### config.mk
export PLATFORM = sky130hd
export DESIGN_NAME = tcs_ctrl_flat
export DESIGN_NICKNAME = d
export VERILOG_FILES = /design/src/tcs_pkg.sv /design/src/tcs_in_if.sv /design/src/tcs_ctrl.sv /design/src/flat_wrapper.sv
export VERILOG_INCLUDE_DIRS = /design/src /design/src/src
export SDC_FILE = /design/constraint.sdc
export NUM_CORES = 1
export LEC_CHECK = 0
export ABC_AREA = 1
export BUFFER_PORTS_ARGS = -buffer_cell sky130_fd_sc_hd__buf_4
export CORE_ASPECT_RATIO = 2
export CORE_MARGIN = 2
export CORE_UTILIZATION = 39
export CTS_CLUSTER_DIAMETER = 50
export DETAILED_ROUTE_END_ITERATION = 10
export RECOVER_POWER = 50
export SLEW_MARGIN = 10
export SYNTH_ARGS = -nofsm -noshare
export SYNTH_HDL_FRONTEND = slang
export SYNTH_SLANG_ARGS = --single-unit
### constraint.sdc
create_clock -name clk -period 7.7 [get_ports clk]
set_input_delay 1.54 -clock clk [delete_from_list [all_inputs] [get_ports clk]]
set_output_delay 1.54 -clock clk [all_outputs]
set_load 0.01 [all_outputs]
### src/assert_macros.svh
// assertion macros used by the console buffer rtl
`ifndef ASSERT_MACROS_SVH
`define ASSERT_MACROS_SVH

// checked at every clock edge outside reset
`define ASSERT_RST(label, prop, msg) \
  label: assert property (@(posedge clk) disable iff (!rst_n) prop) \
    else $error(msg);

// checked at every clock edge, reset included
`define ASSERT_ALWAYS(label, prop, msg) \
  label: assert property (@(posedge clk) prop) else $error(msg);

`endif

### src/tcs_pkg.sv
// types and constants of the text console buffer
`default_nettype none

package tcs_pkg;

  // request types
  localparam logic REQ_PUT  = 1'b0;
  localparam logic REQ_READ = 1'b1;

  // character and color codes
  localparam logic [7:0] NEWLINE_CODE = 8'h0A;
  localparam logic [7:0] BLANK_CODE   = 8'h20;
  localparam logic [7:0] RESET_COLOR  = 8'h0F;

  // one input request
  typedef struct packed {
    logic       req_type;
    logic [7:0] char_code;
    logic [4:0] read_row;
    logic [6:0] read_column;
  } tcs_in_item_t;

  // one result
  typedef struct packed {
    logic [7:0] cell_char;
    logic [7:0] cell_color;
    logic [4:0] cursor_row;
    logic [6:0] cursor_column;
    logic       scrolled;
  } tcs_out_item_t;

  // one screen cell as stored
  typedef struct packed {
    logic [7:0] ch;
    logic [7:0] color;
  } tcs_cell_t;

endpackage

`default_nettype wire

### src/tcs_in_if.sv
// request channel of the text console buffer
`default_nettype none

interface tcs_in_if import tcs_pkg::*; ();
  logic         valid;
  logic         ready;
  tcs_in_item_t data;

  modport source (output valid, output data, input ready);
  modport sink   (input valid, input data, output ready);
endinterface

`default_nettype wire

### src/tcs_ctrl.sv
// cursor, row rotation and memory sequencing of the console buffer
`default_nettype none
`include "assert_macros.svh"

module tcs_ctrl import tcs_pkg::*; #(
  parameter int ROWS    = 25,
  parameter int COLUMNS = 80,
  parameter int DEPTH   = ROWS * COLUMNS,
  parameter int AW      = $clog2(DEPTH)
) (
  input  wire logic          clk,
  input  wire logic          rst_n,
  input  wire logic [7:0]    text_color,
  tcs_in_if.sink             in_chan,
  output logic               res_valid,
  input  wire logic          res_ready,
  output tcs_out_item_t      res_item,
  output logic               mem_we,
  output logic               mem_re,
  output logic [AW-1:0]      mem_addr,
  output tcs_cell_t          mem_wdata,
  input  wire tcs_cell_t     mem_rdata
);

  localparam int RW = $clog2(ROWS);
  localparam int CW = $clog2(COLUMNS);
  localparam logic [RW:0]   ROWS_W    = (RW+1)'(ROWS);
  localparam logic [RW-1:0] LAST_ROW  = RW'(ROWS - 1);
  localparam logic [CW-1:0] LAST_COL  = CW'(COLUMNS - 1);
  localparam logic [AW-1:0] LAST_ADDR = AW'(DEPTH - 1);

  // sequencer states
  localparam logic [2:0] S_CLEAR  = 3'd0;
  localparam logic [2:0] S_IDLE   = 3'd1;
  localparam logic [2:0] S_ADDR   = 3'd2;
  localparam logic [2:0] S_ACCESS = 3'd3;
  localparam logic [2:0] S_SCROLL = 3'd4;
  localparam logic [2:0] S_DONE   = 3'd5;

  logic [2:0]    state_r, state_nxt;
  tcs_in_item_t  item_r, item_nxt;
  logic [RW-1:0] cur_row_r, cur_row_nxt;
  logic [CW-1:0] cur_col_r, cur_col_nxt;
  logic [RW-1:0] top_r, top_nxt;
  logic [AW-1:0] addr_r, addr_nxt;
  logic          in_range_r, in_range_nxt;
  logic          scrolled_r, scrolled_nxt;
  logic [AW-1:0] clr_addr_r, clr_addr_nxt;
  logic [CW-1:0] clr_cnt_r, clr_cnt_nxt;

  logic          is_read;
  logic [RW-1:0] lrow;
  logic [CW-1:0] lcol;
  logic [RW:0]   row_sum;
  logic [RW-1:0] prow;
  logic          wrap;
  logic          last_row;
  logic          clr_last;

  // logical to physical row through the rotating top row
  always_comb begin
    is_read  = (item_r.req_type == REQ_READ);
    lrow     = is_read ? RW'(item_r.read_row) : cur_row_r;
    lcol     = is_read ? CW'(item_r.read_column) : cur_col_r;
    row_sum  = {1'b0, top_r} + {1'b0, lrow};
    prow     = (row_sum >= ROWS_W) ? RW'(row_sum - ROWS_W) : RW'(row_sum);
    wrap     = (item_r.char_code == NEWLINE_CODE) || (cur_col_r == LAST_COL);
    last_row = (cur_row_r == LAST_ROW);
    clr_last = (clr_cnt_r == LAST_COL);
  end

  // sequencer and cursor next state
  always_comb begin
    state_nxt     = state_r;
    item_nxt      = item_r;
    cur_row_nxt   = cur_row_r;
    cur_col_nxt   = cur_col_r;
    top_nxt       = top_r;
    addr_nxt      = addr_r;
    in_range_nxt  = in_range_r;
    scrolled_nxt  = scrolled_r;
    clr_addr_nxt  = clr_addr_r;
    clr_cnt_nxt   = clr_cnt_r;
    in_chan.ready = 1'b0;
    res_valid     = 1'b0;
    mem_we        = 1'b0;
    mem_re        = 1'b0;
    mem_addr      = addr_r;
    mem_wdata     = '{ch: item_r.char_code, color: text_color};
    unique case (state_r)
      S_CLEAR: begin
        mem_we       = 1'b1;
        mem_addr     = clr_addr_r;
        mem_wdata    = '{ch: BLANK_CODE, color: RESET_COLOR};
        clr_addr_nxt = clr_addr_r + 1'b1;
        if (clr_addr_r == LAST_ADDR) begin
          state_nxt = S_IDLE;
        end
      end
      S_IDLE: begin
        in_chan.ready = 1'b1;
        if (in_chan.valid) begin
          item_nxt  = in_chan.data;
          state_nxt = S_ADDR;
        end
      end
      S_ADDR: begin
        addr_nxt     = AW'(32'(prow) * COLUMNS + 32'(lcol));
        in_range_nxt = (32'(item_r.read_row) < ROWS) &&
                       (32'(item_r.read_column) < COLUMNS);
        state_nxt    = S_ACCESS;
      end
      S_ACCESS: begin
        scrolled_nxt = 1'b0;
        state_nxt    = S_DONE;
        if (is_read) begin
          mem_re = in_range_r;
        end else begin
          mem_we = (item_r.char_code != NEWLINE_CODE);
          if (!wrap) begin
            cur_col_nxt = cur_col_r + 1'b1;
          end else begin
            cur_col_nxt = '0;
            if (!last_row) begin
              cur_row_nxt = cur_row_r + 1'b1;
            end else begin
              // old top row becomes the new bottom row
              scrolled_nxt = 1'b1;
              clr_addr_nxt = AW'(32'(top_r) * COLUMNS);
              clr_cnt_nxt  = '0;
              state_nxt    = S_SCROLL;
            end
          end
        end
      end
      S_SCROLL: begin
        mem_we       = 1'b1;
        mem_addr     = clr_addr_r;
        mem_wdata    = '{ch: BLANK_CODE, color: text_color};
        clr_addr_nxt = clr_addr_r + 1'b1;
        clr_cnt_nxt  = clr_cnt_r + 1'b1;
        if (clr_last) begin
          top_nxt   = (top_r == LAST_ROW) ? '0 : top_r + 1'b1;
          state_nxt = S_DONE;
        end
      end
      S_DONE: begin
        res_valid = 1'b1;
        if (res_ready) begin
          state_nxt = S_IDLE;
        end
      end
      default: begin
        state_nxt = S_CLEAR;
      end
    endcase
  end

  // result fields
  always_comb begin
    res_item.cell_char     = (is_read && in_range_r) ? mem_rdata.ch : 8'h00;
    res_item.cell_color    = (is_read && in_range_r) ? mem_rdata.color : 8'h00;
    res_item.cursor_row    = 5'(cur_row_r);
    res_item.cursor_column = 7'(cur_col_r);
    res_item.scrolled      = scrolled_r;
  end

  // control registers
  always_ff @(posedge clk) begin
    if (!rst_n) begin
      state_r    <= S_CLEAR;
      cur_row_r  <= '0;
      cur_col_r  <= '0;
      top_r      <= '0;
      scrolled_r <= 1'b0;
      clr_addr_r <= '0;
    end else begin
      state_r    <= state_nxt;
      cur_row_r  <= cur_row_nxt;
      cur_col_r  <= cur_col_nxt;
      top_r      <= top_nxt;
      scrolled_r <= scrolled_nxt;
      clr_addr_r <= clr_addr_nxt;
    end
  end

  // payload registers
  always_ff @(posedge clk) begin
    item_r     <= item_nxt;
    addr_r     <= addr_nxt;
    in_range_r <= in_range_nxt;
    clr_cnt_r  <= clr_cnt_nxt;
  end

  // every memory access lands inside the buffer
  `ASSERT_RST(a_addr_range, (mem_we || mem_re) |-> (32'(mem_addr) < DEPTH),
    "memory access outside the cell buffer")
  // rotating top row stays a valid row
  `ASSERT_RST(a_top_range, 32'(top_r) < ROWS, "top row pointer out of range")
  // a finished scroll leaves the cursor at the start of the bottom row
  `ASSERT_RST(a_scroll_cursor, (state_r == S_SCROLL && clr_last) |=>
    (cur_row_r == LAST_ROW && cur_col_r == '0 && scrolled_r),
    "cursor not on bottom row after scroll")

endmodule

`default_nettype wire

### src/flat_wrapper.sv
// flat-port wrapper written by rule: the top's interface ports become plain ports
module tcs_ctrl_flat import tcs_pkg::*;
#(
  parameter int ROWS    = 25,
  parameter int COLUMNS = 80,
  parameter int DEPTH   = ROWS * COLUMNS,
  parameter int AW      = $clog2(DEPTH)
)
  (clk, rst_n, text_color, res_valid, res_ready, res_item, mem_we, mem_re, mem_addr, mem_wdata, mem_rdata, in_chan_valid, in_chan_data, in_chan_ready);
  tcs_in_if in_chan_i ();
  input  wire logic clk;
  input  wire logic rst_n;
  input  wire logic [7:0] text_color;
  output logic res_valid;
  input  wire logic res_ready;
  output tcs_out_item_t res_item;
  output logic mem_we;
  output logic mem_re;
  output logic [AW-1:0] mem_addr;
  output tcs_cell_t mem_wdata;
  input  wire tcs_cell_t mem_rdata;
  input wire logic [$bits(in_chan_i.valid)-1:0] in_chan_valid;
  input wire logic [$bits(in_chan_i.data)-1:0] in_chan_data;
  output wire logic [$bits(in_chan_i.ready)-1:0] in_chan_ready;
  assign in_chan_i.valid = in_chan_valid;
  assign in_chan_i.data = in_chan_data;
  assign in_chan_ready = in_chan_i.ready;
  tcs_ctrl #(.ROWS(ROWS), .COLUMNS(COLUMNS), .DEPTH(DEPTH), .AW(AW)) u_core (.clk(clk), .rst_n(rst_n), .text_color(text_color), .in_chan(in_chan_i), .res_valid(res_valid), .res_ready(res_ready), .res_item(res_item), .mem_we(mem_we), .mem_re(mem_re), .mem_addr(mem_addr), .mem_wdata(mem_wdata), .mem_rdata(mem_rdata));
endmodule
==> results.cfg, run 1 <==
[cts]
cts_max_level = 3
clkSlewWorstSetupHoldPaths_ns = 0.06
cts-root-buf = clkbuf_16
clockBufferDepth = 2
clk_latency_ns = 0.33
postCtsSetupRepairBufs = 0
cts_tree = built
cts_resized = 0
cts_sinks = 72
hold_buffers = 0
numCtsBuffers = 9

[timing]
timing.final.ws_setup_ns = 1.80
fmax_ghz = 0.170
min_period_ns = 5.90
rsz0062_at_grt = false
drv_slew = 44
setup_violations = 0
finalCritPeriodShare = 0.766
relSlewSlack = -0.229
finalHoldViolCount = 0
setup_tns_ns = 0
finClkSkew_ns = 0.00930
worstMarginPinSlew_ns = 1.84

[yosys]
synth_area_mm2 = 0.00452
async_flop_share = 0
yosys_register_bits = 72
seq_area_frac_synth = 0.408
ys.flop_type = edfxtp_1
syn_nets = 659
synth_cell_type_count = 44
syn_avg_cell_area_um2 = 7.83
synth_warnings = 0
synth_edf_count = 40
syn_inst = 577

[setup_path]
cpPeakStageDelay_ns = 1.49
start_kind = register
cp.required_ns = 6.16
r2r_slack_ns = 2.53
path_buf_inv = 2
path_cells = nor2_1 > clkinvlp_2 > o21ai_0 > buf_4
endpoint_kind = output port
critPathArrivalTime_ns = 4.36
crit_type = reg -> out
critical_path.startpoint = u_core.state_r[0]
ff2ff_path_depth = 5
crit_family = buffers and inverters
cpMaxStageDelayCell = clkinvlp_2
path_max_fanout = 28
rr_endpoint = u_core.clr_cnt_r[0]
r2r-start = u_core.state_r[0]

[placement]
dp_hpwl_um = 9280
preCtsSetupSlack_ns = 2.75
numPortBuffers = 108
gp_congestion = 0.822

[power]
power.internal_uw = 645
seq_power_share = 0.495
switching_power_uw = 176
power_density_mw_per_mm2 = 146
clockPowerShare = 0.462
irDropWorstVdd_v = 0.000128
power.leakage_nw = 2.60
p_sw_frac = 0.214
comb_power_share = 0.043

[global_routing]
overflow = 0
antenna_found_initial = 0
grt_pass1_wl_um = 18100
grt_pass1_vias = 4053
grt_max_degree = 29
track_usage = 0.185

[die]
die_area_mm2 = 0.0125
pin_count = 109
rows = 55
placeableCoreArea_mm2 = 0.0113
start_util = 0.400
die_w_um = 80.1
die_height_um = 156

[run]
max_cap_violations = 2

[finish]
drive_gt1_frac = 0.196
layout_common_cells = nand2_1, inv_1, nor2_1, buf_4, nand3_1
nets = 766
area_growth_pct = 24.7
n_antenna_cell = 0
fin_util = 0.499
final_common_cell = nand2_1

[worst_hold_path]
hp-class = reg -> reg
min_to = u_core.clr_addr_r[3]
worstHoldStart = u_core.clr_addr_r[3]
hold_depth = 2

[route]
drc = 0
routedWlPerCell_um = 13.8
drtIter0Drc = 181
antenna_left = 0
vias_per_cell = 4.97
vias = 4126
dr.pass1.iters = 4
wl_um = 11400

[status]
status = finished with violations
failed_checks = capacitance limit, slew limit
## cell type report
| class | instances | area (um^2) |
|---|---|---|
| clock buffer | 10 | 229 |
| timing repair buffer | 108 | 773 |
| multi-input combinational | 405 | 2230 |
| inverter | 88 | 337 |
| tap | 142 | 178 |
| fill | 1139 | 5660 |
| clock inverter | 6 | 45.0 |
| sequential | 72 | 1840 |
## sequential cells by signal (all words and copies together), names as in the netlist
| name | flops |
|---|---|
| u_core.state_r | 3 |
| u_core.clr_cnt_r | 7 |
| u_core.addr_r | 11 |
| u_core.scrolled_r | 1 |
| u_core.in_range_r | 1 |
| u_core.is_read | 1 |
| u_core.item_r | 20 |
| u_core.clr_addr_r | 11 |
| u_core.cur_row_r | 5 |
| u_core.cur_col_r | 7 |
| u_core.top_r | 5 |
## synth_stat cells (3+ instances only)
| cell type | number | area share |
|---|---|---|
| nand3_1 | 41 | 0.045 |
| o21ai_0 | 30 | 0.033 |
| ha_1 | 29 | 0.080 |
| o21a_1 | 3 | 0.0050 |
| nand3b_1 | 3 | 0.0050 |
| dfxtp_1 | 32 | 0.14 |
| fa_1 | 4 | 0.018 |
| buf_2 | 3 | 0.0033 |
| nand2_1 | 123 | 0.10 |
| clkbuf_1 | 7 | 0.0058 |
| xnor2_1 | 4 | 0.0078 |
| inv_1 | 82 | 0.068 |
| inv_4 | 3 | 0.0042 |
| nand4_1 | 8 | 0.011 |
| edfxtp_1 | 40 | 0.27 |
| xor2_1 | 13 | 0.025 |
| a21oi_1 | 29 | 0.032 |
| nor3_1 | 8 | 0.0089 |
| or2_2 | 7 | 0.0097 |
| nor2_1 | 78 | 0.065 |
## cell families (layout without fill, tap and decap cells)
kind of cell    after synthesis  in the layout  share of synthesized area
fa+ha+maj                    33             33                     0.0981
flops                        72             72                      0.408
compound gates               72             72                     0.0873
mux                           1              1                    0.00249
simple gates                282            282                      0.283
xor+xnor                     17             17                     0.0330
buf+inv                     100            212                     0.0884
## power by group through the flow
stage          sequential (mW)  clock, mW  combinational [mW]
6_report                 0.406      0.379              0.0354
5_1_grt                  0.406      0.402              0.0392
4_1_cts                  0.406      0.388              0.0371
3_5_place_dp             0.415          0              0.0370
3_3_place_gp             0.414          0              0.0360
2_1_floorplan            0.414          0              0.0116
## layer usage
metal	up-vias	share of wire	global-route usage
met5	-	0	0
met4	0	0.022	0.0751
met3	21	0.031	0.0272
met2	92	0.60	0.373
met1	1924	0.35	0.178
li1	2089	-	-
## per-stage QoR
stage                     instance area, um^2  hold slack, ns  std cells  total power, mW
after floorplan                          4520           0.453        577            0.426
after global placement                   5450           0.466        815            0.450
after detailed placement                 5450           0.485        815            0.452
after CTS                                5730           0.492        831            0.831
after global routing                     5630           0.537        831            0.848
final                                    5630           0.499        831            0.821
## worst register-to-register path, stage by stage, from the launching register on
cell and delay, ns:
dfxtp_1 0.36, nor2_1 1.39, clkinvlp_2 1.49, nor2_1 0.51, clkinvlp_2 0.40, a21oi_1 0.65
## worst max-delay path by stage
stage / cells past startpoint / end
floorplan: 20 / u_core.addr_r[10]
global placement: 18 / u_core.addr_r[10]
detailed placement: 18 / u_core.addr_r[10]
CTS: 18 / u_core.addr_r[10]
global route: 4 / mem_addr[0]
finish: 4 / mem_addr[0]
Power figures use the tool's default switching activity.
==> inputs of run 2 (changes only) <==
- ABC_AREA: 1 -> 0
- clock period: 7.7 -> 5.03 ns (I/O delays scaled with it)
==> run 2 against run 1 <==
The flow still finishes with violations (capacitance limit, slew limit); hold slack lost 0.031 ns; register-to-register slack lost 2.2 ns; sequential power grew 62%; global-route usage grew 1.4 points; cell area shrank 0.44%; critical endpoint is now u_core.addr_r[10]; largest power group is now the clock network.
==> results.cfg, run 2 <==
[status]
status = finished with violations
failed_checks = capacitance limit, slew limit

[timing]
worstMarginPinSlew_ns = 1.52
setup_violations = 0
finalCritPeriodShare = 0.942
finalHoldViolCount = 0
min_period_ns = 4.74
setup_tns_ns = 0
drv_slew = 22
relSlewSlack = -0.0114
finClkSkew_ns = 0.00524
fmax_ghz = 0.211

[die]
die_height_um = 154
die_w_um = 78.8
start_util = 0.401
die_area_mm2 = 0.0121
placeableCoreArea_mm2 = 0.0109
rows = 54
pin_count = 109

[power]
irDropWorstVdd_v = 0.000214
clockPowerShare = 0.440
seq_power_share = 0.422
comb_power_share = 0.138
power.internal_mw = 1.18
p_sw_frac = 0.243
total_power_mw = 1.55
switching_power_uw = 377
power_density_mw_per_mm2 = 277
power.leakage_nw = 2.39

[cts]
cts_max_level = 3
clk_latency_ns = 0.34
clockBufferDepth = 2
cts_tree = built
cts_sinks = 72
cts-root-buf = clkbuf_16
numCtsBuffers = 9
clkSlewWorstSetupHoldPaths_ns = 0.06

[route]
dr.pass1.iters = 5
antenna_left = 0
drtIter0Drc = 175
wl_um = 11800
vias_per_cell = 5.33
vias = 3774
drc = 0
routedWlPerCell_um = 16.6

[finish]
fillers = 1039
layout_common_cells = buf_4, nand2_1, edfxtp_1, nor2_1, dfxtp_1
top_register = u_core.item_r
reg_top3 = u_core.item_r x20, u_core.addr_r x11, u_core.clr_addr_r x11
drive_gt1_frac = 0.255
nets = 645
final_common_cell = buf_4
largest_reg_flops = 20
n_antenna_cell = 0
multi_input_area_mm2 = 0.00241
regArea_mm2 = 0.00184
area_growth_pct = 28.6
fin_util = 0.515

[global_routing]
grt_pass1_wl_um = 18600
grt_pass1_vias = 3804
grt_max_degree = 33
overflow = 0
antenna_found_initial = 0
track_usage = 0.199

[yosys]
yosysTopAreaCellShare = 0.276
synth_warnings = 0
yosys_register_bits = 72
synth_top_area_cell = edfxtp_1
seq_area_frac_synth = 0.423
async_flop_share = 0
synth_cell_type_count = 58
post-synth-top-count-cell = nand2_1
synth.area.top_cells = edfxtp_1, dfxtp_1, ha_1, nand2_1, nor2_1
synth_area_mm2 = 0.00436
synth_edf_count = 40
synth_commonest_cells = nand2_1, edfxtp_1, nor2_1, dfxtp_1, ha_1
syn_inst = 454
ys.flop_type = edfxtp_1
syn_nets = 536
syn_avg_cell_area_um2 = 9.60

[setup_path]
r2r_slack_ns = 0.29
path_max_fanout = 6
path_buf_inv = 2
critPathArrivalTime_ns = 4.82
crit_top_cell = ha_1
cp.depth = 19
endpoint_kind = register
start_kind = register
cpPeakStageDelay_ns = 0.57
cp.required_ns = 5.11
crit_type = reg -> reg
crit_family = adder cells
path_cells = nand2_1 > o21ai_0 > ha_1 > fa_1 > inv_1 > ha_2 > inv_1 > o32ai_1 > nor2_1 > a21oi_2 > mux2_4 > ha_1 > ha_1 > fa_2 > nand2_1 > nor2b_2 > o21ai_0 > a221oi_2 > xnor2_1
ff2ff_path_depth = 19
cpMaxStageDelayCell = fa_2

[placement]
numPortBuffers = 108
dp_hpwl_um = 8950
gp_congestion = 0.857

[worst_hold_path]
hp-class = reg -> reg
hold_depth = 2

[run]
max_cap_violations = 1
==> run 2: cell count changes in the layout (fill, tap and decap cells not counted), moves of 19 or more <==
cell	change
nor2_1	-41
inv_1	-73
o21ai_0	-19
nand2_1	-62
and3_1	+21
nand3_1	-29
==> run 2: kinds of logic (layout without fill, tap and decap cells) <==
group,Yosys count,after routing,share of synthesized area
XOR/XNOR,28,28,0.0563
multiplexers,16,16,0.0399
flip-flops,72,72,0.423
AND/OR/NAND/NOR,198,198,0.229
AO/OA/AOI/OAI,77,77,0.120
buffers and inverters,30,144,0.0307
adder cells (fa/ha/maj),33,33,0.102
==> run 2: metrics by stage <==
stage	hold WS, ns	cells	cell area [um^2]	setup WS [ns]
2_1_floorplan	0.437	454	4360	0.297
3_3_place_gp	0.452	690	5310	0.281
3_5_place_dp	0.456	690	5320	0.0856
4_1_cts	0.464	706	5630	0.0554
5_1_grt	0.503	708	5600	-0.0275
6_report	0.468	708	5600	0.290
==> run 2: final cells by class <==
type	instances	share of cell area
inverters	10	0.00670
multi-input cells	352	0.430
repair buffers	118	0.147
clock inverters	7	0.0167
well taps	140	0.0313
clock buffers	9	0.0402
flip-flops and latches	72	0.329
==> run 2: repair_timing <==
item                       CTS  global route
hold endpoints to repair     0             0
resized for setup            0             8
setup endpoints to repair    0             1
buffers inserted             0             2
hold buffers                 0             0
==> run 2: path summary, 6_finish.rpt <==
check	from	endpoint
min reg2reg	u_core.scrolled_r	u_core.scrolled_r
max	u_core.is_read	u_core.addr_r[10]
min	u_core.scrolled_r	u_core.scrolled_r
max reg2reg	u_core.is_read	u_core.addr_r[10]
==> run 2: worst min-delay path, stage by stage (launching register included) <==
cell	delay [ns]
dfxtp_1	0.32
nand2_1	0.05
a21oi_1	0.05
==> run 2: per-layer routing <==
metal	GRT usage	part of all wire	up-vias
met1	0.211	0.37	1819
li1	-	-	1854
met5	0	0	-
met2	0.375	0.57	84
met4	0.0827	0.027	0
met3	0.0358	0.032	17
==> run 2: power groups by stage <==
stage               clock, mW  sequential (mW)  combinational [mW]
floorplan                   0            0.660               0.121
global placement            0            0.667               0.212
detailed placement          0            0.668               0.216
CTS                     0.696            0.655               0.218
global route            0.722            0.658               0.235
finish                  0.683            0.656               0.215
==> inputs of run 3 (changes only) <==
- CORE_MARGIN: 2 -> 4
==> run 3 against run 2 <==
The run still ends with capacitance limit, slew limit left; combinational power is essentially flat; clock skew about the same; first-iteration DRC count down 21%; maximum frequency about the same; cell count shrank 0.14%; cell area decreased by 0.25%; critical path type unchanged; critical endpoint unchanged; largest cell class unchanged; highest routed layer unchanged.
==> results.cfg, run 3 (synthesis gave the netlist of run 2 again) <==
[timing]
hold_slack_ns = 0.462
setup_violations = 0
min_period_ns = 4.74
finalHoldViolCount = 0
fmax_ghz = 0.211
relSlewSlack = -0.0221
timing.final.ws_setup_ns = 0.287
finalCritPeriodShare = 0.943
drv_slew = 22
setup_tns_ns = 0
finClkSkew_ns = 0.00490
worstMarginPinSlew_ns = 1.53

[cts]
cts_max_level = 3
cts-root-buf = clkbuf_16
clkSlewWorstSetupHoldPaths_ns = 0.06
cts_sinks = 72
hold_buffers = 0
clockBufferDepth = 2
numCtsBuffers = 9
clk_latency_ns = 0.34
cts_tree = built

[finish]
nets = 644
regArea_mm2 = 0.00184
drive_gt1_frac = 0.249
final_common_cell = buf_4
final_area_mm2 = 0.00559
fillers = 1037
n_antenna_cell = 0
instances_no_fill = 707
area_growth_pct = 28.2
top_register = u_core.item_r
layout_common_cells = buf_4, nand2_1, edfxtp_1, nor2_1, dfxtp_1
reg_top3 = u_core.item_r x20, u_core.addr_r x11, u_core.clr_addr_r x11
largest_reg_flops = 20
multi_input_area_mm2 = 0.00240

[power]
irDropWorstVdd_v = 0.000241
clockPowerShare = 0.447
power.internal_mw = 1.18
p_sw_frac = 0.249
seq_power_share = 0.416
power.leakage_nw = 2.38
switching_power_uw = 393
power_density_mw_per_mm2 = 282
comb_power_share = 0.137

[setup_path]
start_kind = register
path_max_fanout = 4
r2r-start = u_core.cur_row_r[0]
critical_path.startpoint = u_core.cur_row_r[0]
worstSetupEndpoint = u_core.addr_r[10]
rr_endpoint = u_core.addr_r[10]
cp.required_ns = 5.11
ff2ff_path_depth = 19
critPathArrivalTime_ns = 4.82
endpoint_kind = register
crit_type = reg -> reg
r2r_slack_ns = 0.29

[die]
die_height_um = 158
start_util = 0.398
die_w_um = 82.8
pin_count = 109
placeableCoreArea_mm2 = 0.0109
die_area_mm2 = 0.0130
rows = 54

[global_routing]
track_usage = 0.193
grt_max_degree = 33
grt_pass1_wl_um = 18900
overflow = 0
antenna_found_initial = 0
grt_pass1_vias = 3844

[placement]
numPortBuffers = 108
dp.cells = 689
dp_hpwl_um = 9380
placed_area_mm2 = 0.00530
preCtsSetupSlack_ns = 0.0655
gp_congestion = 0.896

[status]
failed_checks = capacitance limit, slew limit
status = finished with violations

[route]
vias_per_cell = 5.36
drc = 0
wl_um = 12000
antenna_left = 0
routedWlPerCell_um = 17.0
vias = 3787
drtIter0Drc = 138
dr.pass1.iters = 4

[worst_hold_path]
hp-class = reg -> reg

[run]
max_cap_violations = 1
run 3: repair_timing:
action                     4_1_cts  5_1_grt
resized for setup                0        6
setup buffers                    0        2
setup endpoints to repair        0        1
run 3: metal layers:
layer | part of all wire | track usage
met3 | 0.037 | 0.0361
met2 | 0.56 | 0.357
met4 | 0.040 | 0.0959
met5 | 0 | 0
met1 | 0.37 | 0.199
run 3: area by class of cell:
type	count	share of cell area
multi-input combinational	352	0.429
clock inverter	7	0.0184
sequential	72	0.329
clock buffer	9	0.0403
timing repair buffer	117	0.145
inverter	10	0.00671
tap	140	0.0313
run 3: per-stage QoR:
step,utilization,power (mW)
after floorplan,-,0.781
after global placement,0.484,0.881
after detailed placement,0.484,0.886
after CTS,0.514,1.59
after global routing,0.511,1.64
final,0.511,1.57
run 3: worst max-delay path, cell delays in order, from the launching register on:
cell and delay, ns:
dfxtp_1 0.37, inv_1 0.10, o21ai_1 0.15, ha_2 0.20
fa_1 0.44, inv_1 0.10, ha_1 0.21, inv_1 0.07
o32ai_1 0.27, nor2_1 0.12, a21oi_2 0.18, mux2_2 0.40
ha_1 0.32, ha_1 0.24, fa_1 0.53, nand2_1 0.09
nor2b_2 0.15, o21ai_0 0.12, a221oi_2 0.31, xnor2_1 0.11
run 3: how the worst min path moves through the flow:
stage	from	cells past startpoint	end	slack [ns]
after global placement	u_core.scrolled_r	2	u_core.scrolled_r	0.45
after global routing	u_core.scrolled_r	2	u_core.scrolled_r	0.48
after CTS	u_core.scrolled_r	2	u_core.scrolled_r	0.46
after floorplan	u_core.scrolled_r	2	u_core.scrolled_r	0.44
after detailed placement	u_core.scrolled_r	2	u_core.scrolled_r	0.45
final	u_core.scrolled_r	2	u_core.scrolled_r	0.46
run 3: power groups by stage:
stage / sequential, mW / clock, mW / combinational [mW]
floorplan: 0.660 / 0 / 0.121
global placement: 0.666 / 0 / 0.215
detailed placement: 0.667 / 0 / 0.219
CTS: 0.655 / 0.717 / 0.221
global route: 0.657 / 0.748 / 0.237
finish: 0.655 / 0.703 / 0.215
